==> config.mk <==
export PLATFORM = sky130hd
export DESIGN_NAME = ecc_point_scalar_multiply
export DESIGN_NICKNAME = d
export VERILOG_FILES = /design/src/sv/ecpsm_pkg.sv /design/src/sv/ecpsm_ctrl.sv /design/src/sv/ecpsm_dp.sv /design/src/sv/ecc_point_scalar_multiply.sv
export SDC_FILE = /design/constraint.sdc
export NUM_CORES = 2
export LEC_CHECK = 0
export BUFFER_PORTS_ARGS = -buffer_cell sky130_fd_sc_hd__buf_2
export CORE_MARGIN = 2
export CORE_UTILIZATION = 50
export CTS_CLUSTER_SIZE = 30
export DETAILED_ROUTE_END_ITERATION = 8
export GPL_ROUTABILITY_DRIVEN = 0
export PLACE_DENSITY = 0.63
export SLEW_MARGIN = 30
export SYNTH_ARGS = -nofsm -noshare
export SYNTH_HDL_FRONTEND = slang
export SYNTH_HIERARCHICAL = 1
export SYNTH_SLANG_ARGS = --single-unit
==> constraint.sdc <==
create_clock -name clk -period 13 [get_ports clk]
set_clock_uncertainty 0.05 [all_clocks]
set_input_delay 0.65 -clock clk [delete_from_list [all_inputs] [get_ports clk]]
set_output_delay 0.65 -clock clk [all_outputs]
set_load 0.02 [all_outputs]
==> src/sv/ecpsm_pkg.sv <==
// Shared types, constants and microcode for the elliptic-curve point multiplier.
`timescale 1ns / 1ps
package ecpsm_pkg;

    localparam int FIELD_BITS  = 32;
    localparam int SCALAR_BITS = 32;
    localparam int CMD_W       = 2;
    localparam int IN_W        = ((CMD_W + 4 * FIELD_BITS + SCALAR_BITS + 7) / 8) * 8;
    localparam int OUT_W       = 2 * FIELD_BITS;
    localparam int CNT_W       = $clog2(FIELD_BITS);
    localparam int PC_W        = 7;
    localparam int CFG_IDX_W   = 1;

    localparam logic [FIELD_BITS-1:0] MODULUS_RST = FIELD_BITS'(29);
    localparam logic [FIELD_BITS-1:0] CURVE_A_RST = FIELD_BITS'(4);

    // Configuration register indexes
    localparam logic [CFG_IDX_W-1:0] CFG_MODULUS = 1'b0;
    localparam logic [CFG_IDX_W-1:0] CFG_CURVE_A = 1'b1;

    // Command codes
    localparam logic [CMD_W-1:0] CMD_ADD  = 2'd0;
    localparam logic [CMD_W-1:0] CMD_DBL  = 2'd1;
    localparam logic [CMD_W-1:0] CMD_MUL  = 2'd2;
    localparam logic [CMD_W-1:0] CMD_NONE = 2'd3;

    typedef enum logic [4:0] {
        OP_MOV, OP_ADD, OP_SUB, OP_MUL, OP_DIV, OP_EUC, OP_KSH, OP_SETH,
        OP_JMP, OP_JCMD, OP_JR1Z, OP_JKZ, OP_JKE, OP_JHAVE, OP_CALL, OP_RET,
        OP_FAILR0, OP_FAILNH, OP_DONEQ, OP_DONEP
    } uop_t;

    typedef enum logic [4:0] {
        R_PX, R_PY, R_QX, R_QY, R_AC, R_T0, R_T1, R_T2, R_T3,
        R_R0, R_R1, R_U0, R_U1, R_QT, R_MOD, R_ZERO, R_ONE
    } reg_id_t;

    typedef enum logic [1:0] {RES_Q, RES_P, RES_ZERO, RES_FAIL} res_kind_t;

    typedef enum logic [1:0] {S_IDLE, S_EXEC, S_WAIT, S_OUT} ctrl_state_t;

    typedef struct packed {
        uop_t              op;
        reg_id_t           dst;
        reg_id_t           sa;
        reg_id_t           sb;
        logic [PC_W-1:0]   tgt;
    } uinstr_t;

    typedef struct packed {
        logic      load_in;
        logic      exec;
        uop_t      op;
        reg_id_t   dst;
        reg_id_t   sa;
        reg_id_t   sb;
        logic      out_load;
        res_kind_t kind;
    } dp_cmd_t;

    typedef struct packed {
        logic [CMD_W-1:0] in_cmd;
        logic [CMD_W-1:0] cmd;
        logic             m_small;
        logic             r1_zero;
        logic             r0_one;
        logic             k_zero;
        logic             k_lsb;
        logic             have;
        logic             done;
        logic             out_free;
    } dp_stat_t;

    function automatic uinstr_t ui(uop_t op, reg_id_t d, reg_id_t a, reg_id_t b, int t);
        uinstr_t u;
        u.op  = op;
        u.dst = d;
        u.sa  = a;
        u.sb  = b;
        u.tgt = PC_W'(t);
        return u;
    endfunction

    // Microprogram: input reduction, dispatch, scalar loop, point add, point double
    function automatic uinstr_t ucode(logic [PC_W-1:0] pc);
        uinstr_t u;
        case (pc)
            7'd0:  u = ui(OP_DIV,   R_PX,   R_PX,   R_MOD,  0);
            7'd1:  u = ui(OP_DIV,   R_PY,   R_PY,   R_MOD,  0);
            7'd2:  u = ui(OP_DIV,   R_QX,   R_QX,   R_MOD,  0);
            7'd3:  u = ui(OP_DIV,   R_QY,   R_QY,   R_MOD,  0);
            7'd4:  u = ui(OP_DIV,   R_AC,   R_AC,   R_MOD,  0);
            7'd5:  u = ui(OP_JCMD,  R_ZERO, R_ZERO, R_ZERO, 6);
            7'd6:  u = ui(OP_JMP,   R_ZERO, R_ZERO, R_ZERO, 22);
            7'd7:  u = ui(OP_JMP,   R_ZERO, R_ZERO, R_ZERO, 24);
            // scalar multiply loop
            7'd8:  u = ui(OP_JKZ,   R_ZERO, R_ZERO, R_ZERO, 20);
            7'd9:  u = ui(OP_JKE,   R_ZERO, R_ZERO, R_ZERO, 16);
            7'd10: u = ui(OP_JHAVE, R_ZERO, R_ZERO, R_ZERO, 15);
            7'd11: u = ui(OP_MOV,   R_QX,   R_PX,   R_ZERO, 0);
            7'd12: u = ui(OP_MOV,   R_QY,   R_PY,   R_ZERO, 0);
            7'd13: u = ui(OP_SETH,  R_ZERO, R_ZERO, R_ZERO, 0);
            7'd14: u = ui(OP_JMP,   R_ZERO, R_ZERO, R_ZERO, 16);
            7'd15: u = ui(OP_CALL,  R_ZERO, R_ZERO, R_ZERO, 26);
            7'd16: u = ui(OP_KSH,   R_ZERO, R_ZERO, R_ZERO, 0);
            7'd17: u = ui(OP_JKZ,   R_ZERO, R_ZERO, R_ZERO, 8);
            7'd18: u = ui(OP_CALL,  R_ZERO, R_ZERO, R_ZERO, 48);
            7'd19: u = ui(OP_JMP,   R_ZERO, R_ZERO, R_ZERO, 8);
            7'd20: u = ui(OP_FAILNH, R_ZERO, R_ZERO, R_ZERO, 0);
            7'd21: u = ui(OP_DONEQ, R_ZERO, R_ZERO, R_ZERO, 0);
            7'd22: u = ui(OP_CALL,  R_ZERO, R_ZERO, R_ZERO, 26);
            7'd23: u = ui(OP_DONEQ, R_ZERO, R_ZERO, R_ZERO, 0);
            7'd24: u = ui(OP_CALL,  R_ZERO, R_ZERO, R_ZERO, 48);
            7'd25: u = ui(OP_DONEP, R_ZERO, R_ZERO, R_ZERO, 0);
            // point add: Q <= P + Q
            7'd26: u = ui(OP_SUB,   R_T0,   R_QX,   R_PX,   0);
            7'd27: u = ui(OP_MOV,   R_R0,   R_MOD,  R_ZERO, 0);
            7'd28: u = ui(OP_MOV,   R_R1,   R_T0,   R_ZERO, 0);
            7'd29: u = ui(OP_MOV,   R_U0,   R_ZERO, R_ZERO, 0);
            7'd30: u = ui(OP_MOV,   R_U1,   R_ONE,  R_ZERO, 0);
            7'd31: u = ui(OP_JR1Z,  R_ZERO, R_ZERO, R_ZERO, 37);
            7'd32: u = ui(OP_DIV,   R_T2,   R_R0,   R_R1,   0);
            7'd33: u = ui(OP_MUL,   R_T3,   R_QT,   R_U1,   0);
            7'd34: u = ui(OP_SUB,   R_T3,   R_U0,   R_T3,   0);
            7'd35: u = ui(OP_EUC,   R_ZERO, R_ZERO, R_ZERO, 0);
            7'd36: u = ui(OP_JMP,   R_ZERO, R_ZERO, R_ZERO, 31);
            7'd37: u = ui(OP_FAILR0, R_ZERO, R_ZERO, R_ZERO, 0);
            7'd38: u = ui(OP_SUB,   R_T1,   R_QY,   R_PY,   0);
            7'd39: u = ui(OP_MUL,   R_T1,   R_T1,   R_U0,   0);
            7'd40: u = ui(OP_MUL,   R_T2,   R_T1,   R_T1,   0);
            7'd41: u = ui(OP_SUB,   R_T2,   R_T2,   R_PX,   0);
            7'd42: u = ui(OP_SUB,   R_T2,   R_T2,   R_QX,   0);
            7'd43: u = ui(OP_SUB,   R_T3,   R_PX,   R_T2,   0);
            7'd44: u = ui(OP_MUL,   R_T3,   R_T1,   R_T3,   0);
            7'd45: u = ui(OP_SUB,   R_QY,   R_T3,   R_PY,   0);
            7'd46: u = ui(OP_MOV,   R_QX,   R_T2,   R_ZERO, 0);
            7'd47: u = ui(OP_RET,   R_ZERO, R_ZERO, R_ZERO, 0);
            // point double: P <= 2P
            7'd48: u = ui(OP_ADD,   R_T0,   R_PY,   R_PY,   0);
            7'd49: u = ui(OP_MOV,   R_R0,   R_MOD,  R_ZERO, 0);
            7'd50: u = ui(OP_MOV,   R_R1,   R_T0,   R_ZERO, 0);
            7'd51: u = ui(OP_MOV,   R_U0,   R_ZERO, R_ZERO, 0);
            7'd52: u = ui(OP_MOV,   R_U1,   R_ONE,  R_ZERO, 0);
            7'd53: u = ui(OP_JR1Z,  R_ZERO, R_ZERO, R_ZERO, 59);
            7'd54: u = ui(OP_DIV,   R_T2,   R_R0,   R_R1,   0);
            7'd55: u = ui(OP_MUL,   R_T3,   R_QT,   R_U1,   0);
            7'd56: u = ui(OP_SUB,   R_T3,   R_U0,   R_T3,   0);
            7'd57: u = ui(OP_EUC,   R_ZERO, R_ZERO, R_ZERO, 0);
            7'd58: u = ui(OP_JMP,   R_ZERO, R_ZERO, R_ZERO, 53);
            7'd59: u = ui(OP_FAILR0, R_ZERO, R_ZERO, R_ZERO, 0);
            7'd60: u = ui(OP_MUL,   R_T1,   R_PX,   R_PX,   0);
            7'd61: u = ui(OP_ADD,   R_T2,   R_T1,   R_T1,   0);
            7'd62: u = ui(OP_ADD,   R_T2,   R_T2,   R_T1,   0);
            7'd63: u = ui(OP_ADD,   R_T2,   R_T2,   R_AC,   0);
            7'd64: u = ui(OP_MUL,   R_T1,   R_T2,   R_U0,   0);
            7'd65: u = ui(OP_MUL,   R_T2,   R_T1,   R_T1,   0);
            7'd66: u = ui(OP_ADD,   R_T3,   R_PX,   R_PX,   0);
            7'd67: u = ui(OP_SUB,   R_T2,   R_T2,   R_T3,   0);
            7'd68: u = ui(OP_SUB,   R_T3,   R_PX,   R_T2,   0);
            7'd69: u = ui(OP_MUL,   R_T3,   R_T1,   R_T3,   0);
            7'd70: u = ui(OP_SUB,   R_PY,   R_T3,   R_PY,   0);
            7'd71: u = ui(OP_MOV,   R_PX,   R_T2,   R_ZERO, 0);
            7'd72: u = ui(OP_RET,   R_ZERO, R_ZERO, R_ZERO, 0);
            default: u = ui(OP_DONEQ, R_ZERO, R_ZERO, R_ZERO, 0);
        endcase
        return u;
    endfunction

endpackage

==> src/sv/ecpsm_ctrl.sv <==
// Microcode sequencer: fetches instructions, resolves branches and calls.
`timescale 1ns / 1ps
module ecpsm_ctrl
(
    input  logic                clk,
    input  logic                rst_n,
    input  logic                in_valid,
    output logic                in_ready,
    input  ecpsm_pkg::dp_stat_t stat,
    output ecpsm_pkg::dp_cmd_t  cmd
);
    import ecpsm_pkg::*;

    ctrl_state_t     state_reg, state_next;
    logic [PC_W-1:0] pc_reg, pc_next;
    logic [PC_W-1:0] ret_reg, ret_next;
    res_kind_t       kind_reg, kind_next;
    uinstr_t         uin;
    logic [PC_W-1:0] pc_inc;

    assign uin    = ucode(pc_reg);
    assign pc_inc = pc_reg + 1'b1;

    // state registers
    always_ff @(posedge clk or negedge rst_n)
    begin
        if (!rst_n)
        begin
            state_reg <= S_IDLE;
            pc_reg    <= '0;
            ret_reg   <= '0;
            kind_reg  <= RES_ZERO;
        end
        else
        begin
            state_reg <= state_next;
            pc_reg    <= pc_next;
            ret_reg   <= ret_next;
            kind_reg  <= kind_next;
        end
    end

    // next state, program counter, return address and result kind
    always_comb
    begin
        state_next = state_reg;
        pc_next    = pc_reg;
        ret_next   = ret_reg;
        kind_next  = kind_reg;
        case (state_reg)
            S_IDLE:
            begin
                if (in_valid)
                begin
                    if (stat.in_cmd == CMD_NONE)
                    begin
                        kind_next  = RES_ZERO;
                        state_next = S_OUT;
                    end
                    else if (stat.m_small)
                    begin
                        kind_next  = RES_FAIL;
                        state_next = S_OUT;
                    end
                    else
                    begin
                        pc_next    = '0;
                        state_next = S_EXEC;
                    end
                end
            end
            S_EXEC:
            begin
                pc_next = pc_inc;
                case (uin.op)
                    OP_MUL, OP_DIV:
                    begin
                        pc_next    = pc_reg;
                        state_next = S_WAIT;
                    end
                    OP_JMP:   pc_next = uin.tgt;
                    OP_JCMD:  pc_next = uin.tgt + PC_W'(stat.cmd);
                    OP_JR1Z:  if (stat.r1_zero) pc_next = uin.tgt;
                    OP_JKZ:   if (stat.k_zero) pc_next = uin.tgt;
                    OP_JKE:   if (!stat.k_lsb) pc_next = uin.tgt;
                    OP_JHAVE: if (stat.have) pc_next = uin.tgt;
                    OP_CALL:
                    begin
                        ret_next = pc_inc;
                        pc_next  = uin.tgt;
                    end
                    OP_RET:   pc_next = ret_reg;
                    OP_FAILR0:
                    begin
                        if (!stat.r0_one)
                        begin
                            kind_next  = RES_FAIL;
                            state_next = S_OUT;
                        end
                    end
                    OP_FAILNH:
                    begin
                        if (!stat.have)
                        begin
                            kind_next  = RES_FAIL;
                            state_next = S_OUT;
                        end
                    end
                    OP_DONEQ:
                    begin
                        kind_next  = RES_Q;
                        state_next = S_OUT;
                    end
                    OP_DONEP:
                    begin
                        kind_next  = RES_P;
                        state_next = S_OUT;
                    end
                    default: ;
                endcase
            end
            S_WAIT:
            begin
                if (stat.done)
                begin
                    pc_next    = pc_inc;
                    state_next = S_EXEC;
                end
            end
            S_OUT:
            begin
                if (stat.out_free)
                    state_next = S_IDLE;
            end
            default: state_next = S_IDLE;
        endcase
    end

    // datapath commands
    always_comb
    begin
        in_ready     = 1'b0;
        cmd.load_in  = 1'b0;
        cmd.exec     = 1'b0;
        cmd.op       = uin.op;
        cmd.dst      = uin.dst;
        cmd.sa       = uin.sa;
        cmd.sb       = uin.sb;
        cmd.out_load = 1'b0;
        cmd.kind     = kind_reg;
        case (state_reg)
            S_IDLE:
            begin
                in_ready    = 1'b1;
                cmd.load_in = in_valid;
            end
            S_EXEC:  cmd.exec     = 1'b1;
            S_OUT:   cmd.out_load = stat.out_free;
            default: ;
        endcase
    end

endmodule

==> src/sv/ecpsm_dp.sv <==
// Datapath: operand registers, modular add/sub, serial multiplier and divider, output beat.
`timescale 1ns / 1ps
module ecpsm_dp
(
    input  logic                                  clk,
    input  logic                                  rst_n,
    input  logic [ecpsm_pkg::IN_W-1:0]            in_data,
    input  logic                                  cfg_wr_en,
    input  logic [ecpsm_pkg::CFG_IDX_W-1:0]       cfg_index,
    input  logic [ecpsm_pkg::FIELD_BITS-1:0]      cfg_data,
    input  ecpsm_pkg::dp_cmd_t                    cmd,
    output ecpsm_pkg::dp_stat_t                   stat,
    output logic                                  out_valid,
    input  logic                                  out_ready,
    output logic [ecpsm_pkg::OUT_W-1:0]           out_data,
    output logic                                  out_flag
);
    import ecpsm_pkg::*;

    localparam int FB = FIELD_BITS;

    logic [FB-1:0] modulus_reg, curve_a_reg;
    logic [FB-1:0] px_reg, py_reg, qx_reg, qy_reg, ac_reg;
    logic [FB-1:0] t0_reg, t1_reg, t2_reg, t3_reg;
    logic [FB-1:0] r0_reg, r1_reg, u0_reg, u1_reg, qt_reg;
    logic [SCALAR_BITS-1:0] k_reg;
    logic [CMD_W-1:0] cmd_reg;
    logic          have_reg;

    // serial unit
    logic          busy_reg, done_reg, isdiv_reg;
    logic [CNT_W-1:0] cnt_reg;
    logic [FB-1:0] ma_reg, mb_reg, acc_reg;
    reg_id_t       mdst_reg;

    logic          out_valid_reg;
    logic [FB-1:0] rx_reg, ry_reg;
    logic          flag_reg;

    logic [FB-1:0] opa, opb, alu_res;
    logic [FB-1:0] mul_r2, mul_r3;
    logic [FB:0]   div_sh;
    logic          div_ge;
    logic [FB-1:0] div_rem, div_q, div_qr;
    logic          last_it, start, wr_en;
    reg_id_t       wr_id;
    logic [FB-1:0] wr_val;

    function automatic logic [FB-1:0] mod_add(logic [FB-1:0] a, logic [FB-1:0] b,
                                              logic [FB-1:0] m);
        logic [FB:0] s;
        s = {1'b0, a} + {1'b0, b};
        if (s >= {1'b0, m})
            s = s - {1'b0, m};
        return s[FB-1:0];
    endfunction

    function automatic logic [FB-1:0] mod_sub(logic [FB-1:0] a, logic [FB-1:0] b,
                                              logic [FB-1:0] m);
        logic [FB-1:0] d;
        d = a - b;
        if (a < b)
            d = d + m;
        return d;
    endfunction

    function automatic logic [FB-1:0] rd(reg_id_t id, logic [FB-1:0] px, logic [FB-1:0] py,
        logic [FB-1:0] qx, logic [FB-1:0] qy, logic [FB-1:0] ac, logic [FB-1:0] t0,
        logic [FB-1:0] t1, logic [FB-1:0] t2, logic [FB-1:0] t3, logic [FB-1:0] r0,
        logic [FB-1:0] r1, logic [FB-1:0] u0, logic [FB-1:0] u1, logic [FB-1:0] qt,
        logic [FB-1:0] m);
        logic [FB-1:0] v;
        case (id)
            R_PX:    v = px;
            R_PY:    v = py;
            R_QX:    v = qx;
            R_QY:    v = qy;
            R_AC:    v = ac;
            R_T0:    v = t0;
            R_T1:    v = t1;
            R_T2:    v = t2;
            R_T3:    v = t3;
            R_R0:    v = r0;
            R_R1:    v = r1;
            R_U0:    v = u0;
            R_U1:    v = u1;
            R_QT:    v = qt;
            R_MOD:   v = m;
            R_ONE:   v = FB'(1);
            default: v = '0;
        endcase
        return v;
    endfunction

    // operand select
    assign opa = rd(cmd.sa, px_reg, py_reg, qx_reg, qy_reg, ac_reg, t0_reg, t1_reg, t2_reg,
                    t3_reg, r0_reg, r1_reg, u0_reg, u1_reg, qt_reg, modulus_reg);
    assign opb = rd(cmd.sb, px_reg, py_reg, qx_reg, qy_reg, ac_reg, t0_reg, t1_reg, t2_reg,
                    t3_reg, r0_reg, r1_reg, u0_reg, u1_reg, qt_reg, modulus_reg);

    // combinational ALU
    always_comb
    begin
        case (cmd.op)
            OP_ADD:  alu_res = mod_add(opa, opb, modulus_reg);
            OP_SUB:  alu_res = mod_sub(opa, opb, modulus_reg);
            default: alu_res = opa;
        endcase
    end

    // one multiplier bit (MSB first) and one restoring division step per cycle
    assign mul_r2  = mod_add(acc_reg, acc_reg, modulus_reg);
    assign mul_r3  = mb_reg[FB-1] ? mod_add(mul_r2, ma_reg, modulus_reg) : mul_r2;
    assign div_sh  = {acc_reg, ma_reg[FB-1]};
    assign div_ge  = div_sh >= {1'b0, mb_reg};
    assign div_rem = div_ge ? FB'(div_sh - {1'b0, mb_reg}) : div_sh[FB-1:0];
    assign div_q   = {ma_reg[FB-2:0], div_ge};
    assign div_qr  = (div_q >= modulus_reg) ? div_q - modulus_reg : div_q;
    assign last_it = busy_reg && (cnt_reg == CNT_W'(FB - 1));
    assign start   = cmd.exec && (cmd.op == OP_MUL || cmd.op == OP_DIV);

    // register write port
    always_comb
    begin
        wr_en  = 1'b0;
        wr_id  = cmd.dst;
        wr_val = alu_res;
        if (last_it)
        begin
            wr_en  = 1'b1;
            wr_id  = mdst_reg;
            wr_val = isdiv_reg ? div_rem : mul_r3;
        end
        else if (cmd.exec && (cmd.op == OP_MOV || cmd.op == OP_ADD || cmd.op == OP_SUB))
            wr_en = 1'b1;
    end

    // control flags of the serial unit, scalar state, configuration and output valid
    always_ff @(posedge clk or negedge rst_n)
    begin
        if (!rst_n)
        begin
            busy_reg    <= 1'b0;
            done_reg    <= 1'b0;
            cnt_reg     <= '0;
            have_reg    <= 1'b0;
            modulus_reg <= MODULUS_RST;
            curve_a_reg <= CURVE_A_RST;
            out_valid_reg <= 1'b0;
        end
        else
        begin
            done_reg <= last_it;
            if (start)
            begin
                busy_reg <= 1'b1;
                cnt_reg  <= '0;
            end
            else if (last_it)
                busy_reg <= 1'b0;
            else if (busy_reg)
                cnt_reg <= cnt_reg + 1'b1;
            if (cmd.load_in)
                have_reg <= 1'b0;
            else if (cmd.exec && cmd.op == OP_SETH)
                have_reg <= 1'b1;
            if (cfg_wr_en && cfg_index == CFG_MODULUS)
                modulus_reg <= cfg_data;
            if (cfg_wr_en && cfg_index == CFG_CURVE_A)
                curve_a_reg <= cfg_data;
            if (cmd.out_load)
                out_valid_reg <= 1'b1;
            else if (out_ready)
                out_valid_reg <= 1'b0;
        end
    end

    // operand registers, serial unit payload and output registers
    always_ff @(posedge clk)
    begin
        if (cmd.load_in)
        begin
            cmd_reg <= in_data[CMD_W-1:0];
            px_reg  <= in_data[CMD_W +: FB];
            py_reg  <= in_data[CMD_W + FB +: FB];
            qx_reg  <= in_data[CMD_W + 2 * FB +: FB];
            qy_reg  <= in_data[CMD_W + 3 * FB +: FB];
            k_reg   <= in_data[CMD_W + 4 * FB +: SCALAR_BITS];
            ac_reg  <= curve_a_reg;
        end
        if (cmd.exec && cmd.op == OP_KSH)
            k_reg <= k_reg >> 1;
        if (cmd.exec && cmd.op == OP_EUC)
        begin
            r0_reg <= r1_reg;
            r1_reg <= t2_reg;
            u0_reg <= u1_reg;
            u1_reg <= t3_reg;
        end
        if (start)
        begin
            isdiv_reg <= (cmd.op == OP_DIV);
            mdst_reg  <= cmd.dst;
            ma_reg    <= opa;
            mb_reg    <= opb;
            acc_reg   <= '0;
        end
        else if (busy_reg)
        begin
            if (isdiv_reg)
            begin
                acc_reg <= div_rem;
                ma_reg  <= div_q;
            end
            else
            begin
                acc_reg <= mul_r3;
                mb_reg  <= mb_reg << 1;
            end
        end
        if (last_it && isdiv_reg)
            qt_reg <= div_qr;
        if (wr_en)
        begin
            case (wr_id)
                R_PX:    px_reg <= wr_val;
                R_PY:    py_reg <= wr_val;
                R_QX:    qx_reg <= wr_val;
                R_QY:    qy_reg <= wr_val;
                R_AC:    ac_reg <= wr_val;
                R_T0:    t0_reg <= wr_val;
                R_T1:    t1_reg <= wr_val;
                R_T2:    t2_reg <= wr_val;
                R_T3:    t3_reg <= wr_val;
                R_R0:    r0_reg <= wr_val;
                R_R1:    r1_reg <= wr_val;
                R_U0:    u0_reg <= wr_val;
                R_U1:    u1_reg <= wr_val;
                default: ;
            endcase
        end
        if (cmd.out_load)
        begin
            case (cmd.kind)
                RES_Q:
                begin
                    rx_reg   <= qx_reg;
                    ry_reg   <= qy_reg;
                    flag_reg <= 1'b0;
                end
                RES_P:
                begin
                    rx_reg   <= px_reg;
                    ry_reg   <= py_reg;
                    flag_reg <= 1'b0;
                end
                RES_FAIL:
                begin
                    rx_reg   <= '0;
                    ry_reg   <= '0;
                    flag_reg <= 1'b1;
                end
                default:
                begin
                    rx_reg   <= '0;
                    ry_reg   <= '0;
                    flag_reg <= 1'b0;
                end
            endcase
        end
    end

    // status to the sequencer
    assign stat.in_cmd   = in_data[CMD_W-1:0];
    assign stat.cmd      = cmd_reg;
    assign stat.m_small  = modulus_reg < FB'(2);
    assign stat.r1_zero  = (r1_reg == '0);
    assign stat.r0_one   = (r0_reg == FB'(1));
    assign stat.k_zero   = (k_reg == '0);
    assign stat.k_lsb    = k_reg[0];
    assign stat.have     = have_reg;
    assign stat.done     = done_reg;
    assign stat.out_free = !out_valid_reg || out_ready;

    assign out_valid = out_valid_reg;
    assign out_data  = {ry_reg, rx_reg};
    assign out_flag  = flag_reg;

endmodule

==> src/sv/ecc_point_scalar_multiply.sv <==
// Top level: affine elliptic-curve add, double and scalar multiply over a prime field.
// Add and double each invert one field element by the extended Euclid loop; multiply
// reduces its inputs modulo the modulus first and then runs up to 62 point adds and doubles.
// Multiplies and divides run on the bit-serial unit; other steps use the combinational ALU.
// One item at a time; the next beat is taken once the result sits in the output register.
// rst_n is asynchronous, active low; modulus resets to 29 and curve_a to 4.
`timescale 1ns / 1ps
module ecc_point_scalar_multiply
(
    input  logic                                  clk,
    input  logic                                  rst_n,
    input  logic                                  s_axis_tvalid,
    output logic                                  s_axis_tready,
    // cmd, px, py, qx, qy, scalar from bit 0 up, zero padded
    input  logic [ecpsm_pkg::IN_W-1:0]            s_axis_tdata,
    output logic                                  m_axis_tvalid,
    input  logic                                  m_axis_tready,
    // rx, ry from bit 0 up
    output logic [ecpsm_pkg::OUT_W-1:0]           m_axis_tdata,
    // failure: no inverse, modulus below 2, or zero scalar in a multiply
    output logic                                  m_axis_tuser,
    input  logic                                  cfg_wr_en,
    input  logic [ecpsm_pkg::CFG_IDX_W-1:0]       cfg_index,
    input  logic [ecpsm_pkg::FIELD_BITS-1:0]      cfg_data
);
    import ecpsm_pkg::*;

    dp_cmd_t  cmd;
    dp_stat_t stat;

    ecpsm_ctrl u_ctrl
    (
        .clk      (clk),
        .rst_n    (rst_n),
        .in_valid (s_axis_tvalid),
        .in_ready (s_axis_tready),
        .stat     (stat),
        .cmd      (cmd)
    );

    ecpsm_dp u_dp
    (
        .clk       (clk),
        .rst_n     (rst_n),
        .in_data   (s_axis_tdata),
        .cfg_wr_en (cfg_wr_en),
        .cfg_index (cfg_index),
        .cfg_data  (cfg_data),
        .cmd       (cmd),
        .stat      (stat),
        .out_valid (m_axis_tvalid),
        .out_ready (m_axis_tready),
        .out_data  (m_axis_tdata),
        .out_flag  (m_axis_tuser)
    );

endmodule

==> reports/metrics.csv <==
metric;value;unit
Post-synth EDFFs;328;
die area;117000;um2
DRT antenna net count;0;
Worst Hold Class;input port to register;
layout cells sized above 1;14.7;%
worst r2r src;u_ctrl/pc_reg[2];
Iter 0 DRT Violations;10400;
number of H-tree levels;3;
count leader, synth;nand2_1;
Die X;343;um
status;complete, but fails checks;
WP data required;13.34;ns
Total Nets Final;7294;
vias in the first global route;54300;
Slew headroom;19.5;%
Std-Cell Rows;124;
CP arrival;12.05;ns
Setup crit end kind;register;
hold slack final;0.172;ns
Slew @ Worst Pin;1.20;ns
global-route wire length before repair;362;mm
Root Buffer;clkbuf_16;
Critical R2R Capture;u_dp/t1_reg[27];
Tot GR Track Use;41.3;%
wire length per cell;30.4;um
dominant synthesized flop cell;edfxtp_1;
Place WS;1.93;ns
post-synth top area share;17.2;%
final setup vio count;0;
die height;343;um
number of unique standard cell types used by synthesis;131;
# clock sinks;740;
Initial Util;50.3;%
final routed DRC violation total;145;
final period utilization;90.1;%
Worst Hold End;u_dp/modulus_reg[10];
clk_lat worst skew;0.67;ns
WL final;254;mm
total negative slack;0;ns
CTS buffer count;82;
CP peak stage delay;0.87;ns
max_cap viols;0;
violated checks;design-rule violations;
HP Start;cfg_data[10];
DR vias/cell;7.10;
maximum clock frequency;85.4;MHz
post-synthesis register bit count;740;
Worst-path clk slew;0.07;ns
synth warn;6;
Post-synth ARST share;12.3;%
reg2reg setup slack;1.29;ns
cell count after synthesis;6691;
I/O pin total;273;
synth top area cells;edfxtp_1 17%, dfxtp_1 11%, ha_1 6.8%;
crit path launch type;register;
initial antenna violation count;7;
RSZ-0062 raised after global routing;no;
port bufs;266;
CTS tree;built;
cell count of the worst reg-to-reg path;34;
Mean Syn Cell Area;8.57;um2
Slowest-stage cell, CP;nor2_4;
hpwl dp;189;mm
largest area contributor in the netlist;edfxtp_1;
routed via count;59300;
sequential area share after synthesis;32.4;%
Final Max Tran Viols;0;
Max clock buf depth;3;
final hold viol count;0;
Mapped Area;57400;um2
setup ws final;1.29;ns
minimum clock period;11.71;ns
Crit Path Class;register to register;
core area;114000;um2
most instantiated cells after synthesis;575 x nand2_1, 531 x a21oi_1, 500 x nor2_1;
largest net degree at the start of global routing;176;
Layout fillers;10700;
global route overflow;0;
first-pass iteration count of the detailed router;9;
synthesis-to-finish area growth;10.3;%
WHS Path Cells;3;
post-layout util;55.5;%
CP max FO;39;
[layout make-up]
class,instances,area (um2),share of cell area (%)
multi-input cells,5242,36300,57.4
flip-flops and latches,740,18600,29.3
repair buffers,439,2730,4.32
clock buffers,102,2270,3.59
well taps,1512,1890,2.99
inverters,263,992,1.57
clock inverters,51,507,0.801
diodes,1,2.50,0.00395
[placed cells by master (no fill, tap or decap), drive strengths merged, types with 102 or more instances in the layout]
cell	n
a211oi	229
a21o	114
a21oi	545
a22oi	280
buf	438
clkbuf	102
dfxtp	321
edfxtp	328
ha	310
inv	270
mux2	212
mux2i	143
nand2	579
nand3	124
nand4	115
nor2	505
nor2b	180
nor3	122
o21ai	366
xnor2	151
[cells by family after synthesis]
logic type	count (synthesis)	share of synthesized area, %
buffers and inverters	710	5.02
XOR/XNOR	226	3.45
AO/OA/AOI/OAI	2338	28.3
multiplexers	356	6.70
flip-flops	740	32.4
AND/OR/NAND/NOR	2000	17.0
adder cells (fa/ha/maj)	320	7.11
other	1	0.00654
[critical path, delay by kind of cell, from the launching register on]
kind / cells / cell delay [ns]
compound gates: 14 / 4.90
fa+ha+maj: 2 / 0.86
buf+inv: 5 / 0.99
flops: 1 / 0.82
simple gates: 13 / 3.75
[per-layer routing]
| layer | global-route usage (%) | routed length, um | vias to the layer above |
|---|---|---|---|
| met3 | 13.5 | 38300 | 1056 |
| met2 | 60.5 | 104000 | 4608 |
| li1 | - | - | 25600 |
| met4 | 21.4 | 16800 | 4 |
| met1 | 54.2 | 95200 | 28100 |
| met5 | 0 | 29 | - |
[per-stage QoR]
| stage | std cells | instance area [um2] |
|---|---|---|
| 4_1_cts | 8349 | 63300 |
| 6_report | 8350 | 63300 |
| 5_1_grt | 8349 | 63300 |
| 3_3_place_gp | 8192 | 60400 |
| 3_5_place_dp | 8195 | 60500 |
| 2_1_floorplan | 6692 | 57400 |
[repair_timing]
item	4_1_cts	5_1_grt
hold endpoints to repair	36	0
buffers inserted	0	0
gates resized for setup	0	0
hold buffers	1	0
[how the worst max path moves through the flow]
| stage | startpoint | to | slack (ns) | depth (start not counted) |
|---|---|---|---|---|
| 2_1_floorplan | u_ctrl/pc_reg[0] | u_dp/t0_reg[27] | 3.88 | 39 |
| 3_3_place_gp | u_ctrl/pc_reg[2] | u_dp/t1_reg[27] | 1.98 | 34 |
| 3_5_place_dp | u_ctrl/pc_reg[2] | u_dp/t1_reg[27] | 1.93 | 34 |
| 4_1_cts | u_ctrl/pc_reg[2] | u_dp/t1_reg[27] | 1.91 | 34 |
| 5_1_grt | u_ctrl/pc_reg[2] | u_dp/t1_reg[27] | 1.09 | 34 |
| 6_report | u_ctrl/pc_reg[2] | u_dp/t1_reg[27] | 1.29 | 34 |
Power is not shown: default switching activity piles up to over one toggle a cycle in this logic, so the estimate is an artifact.
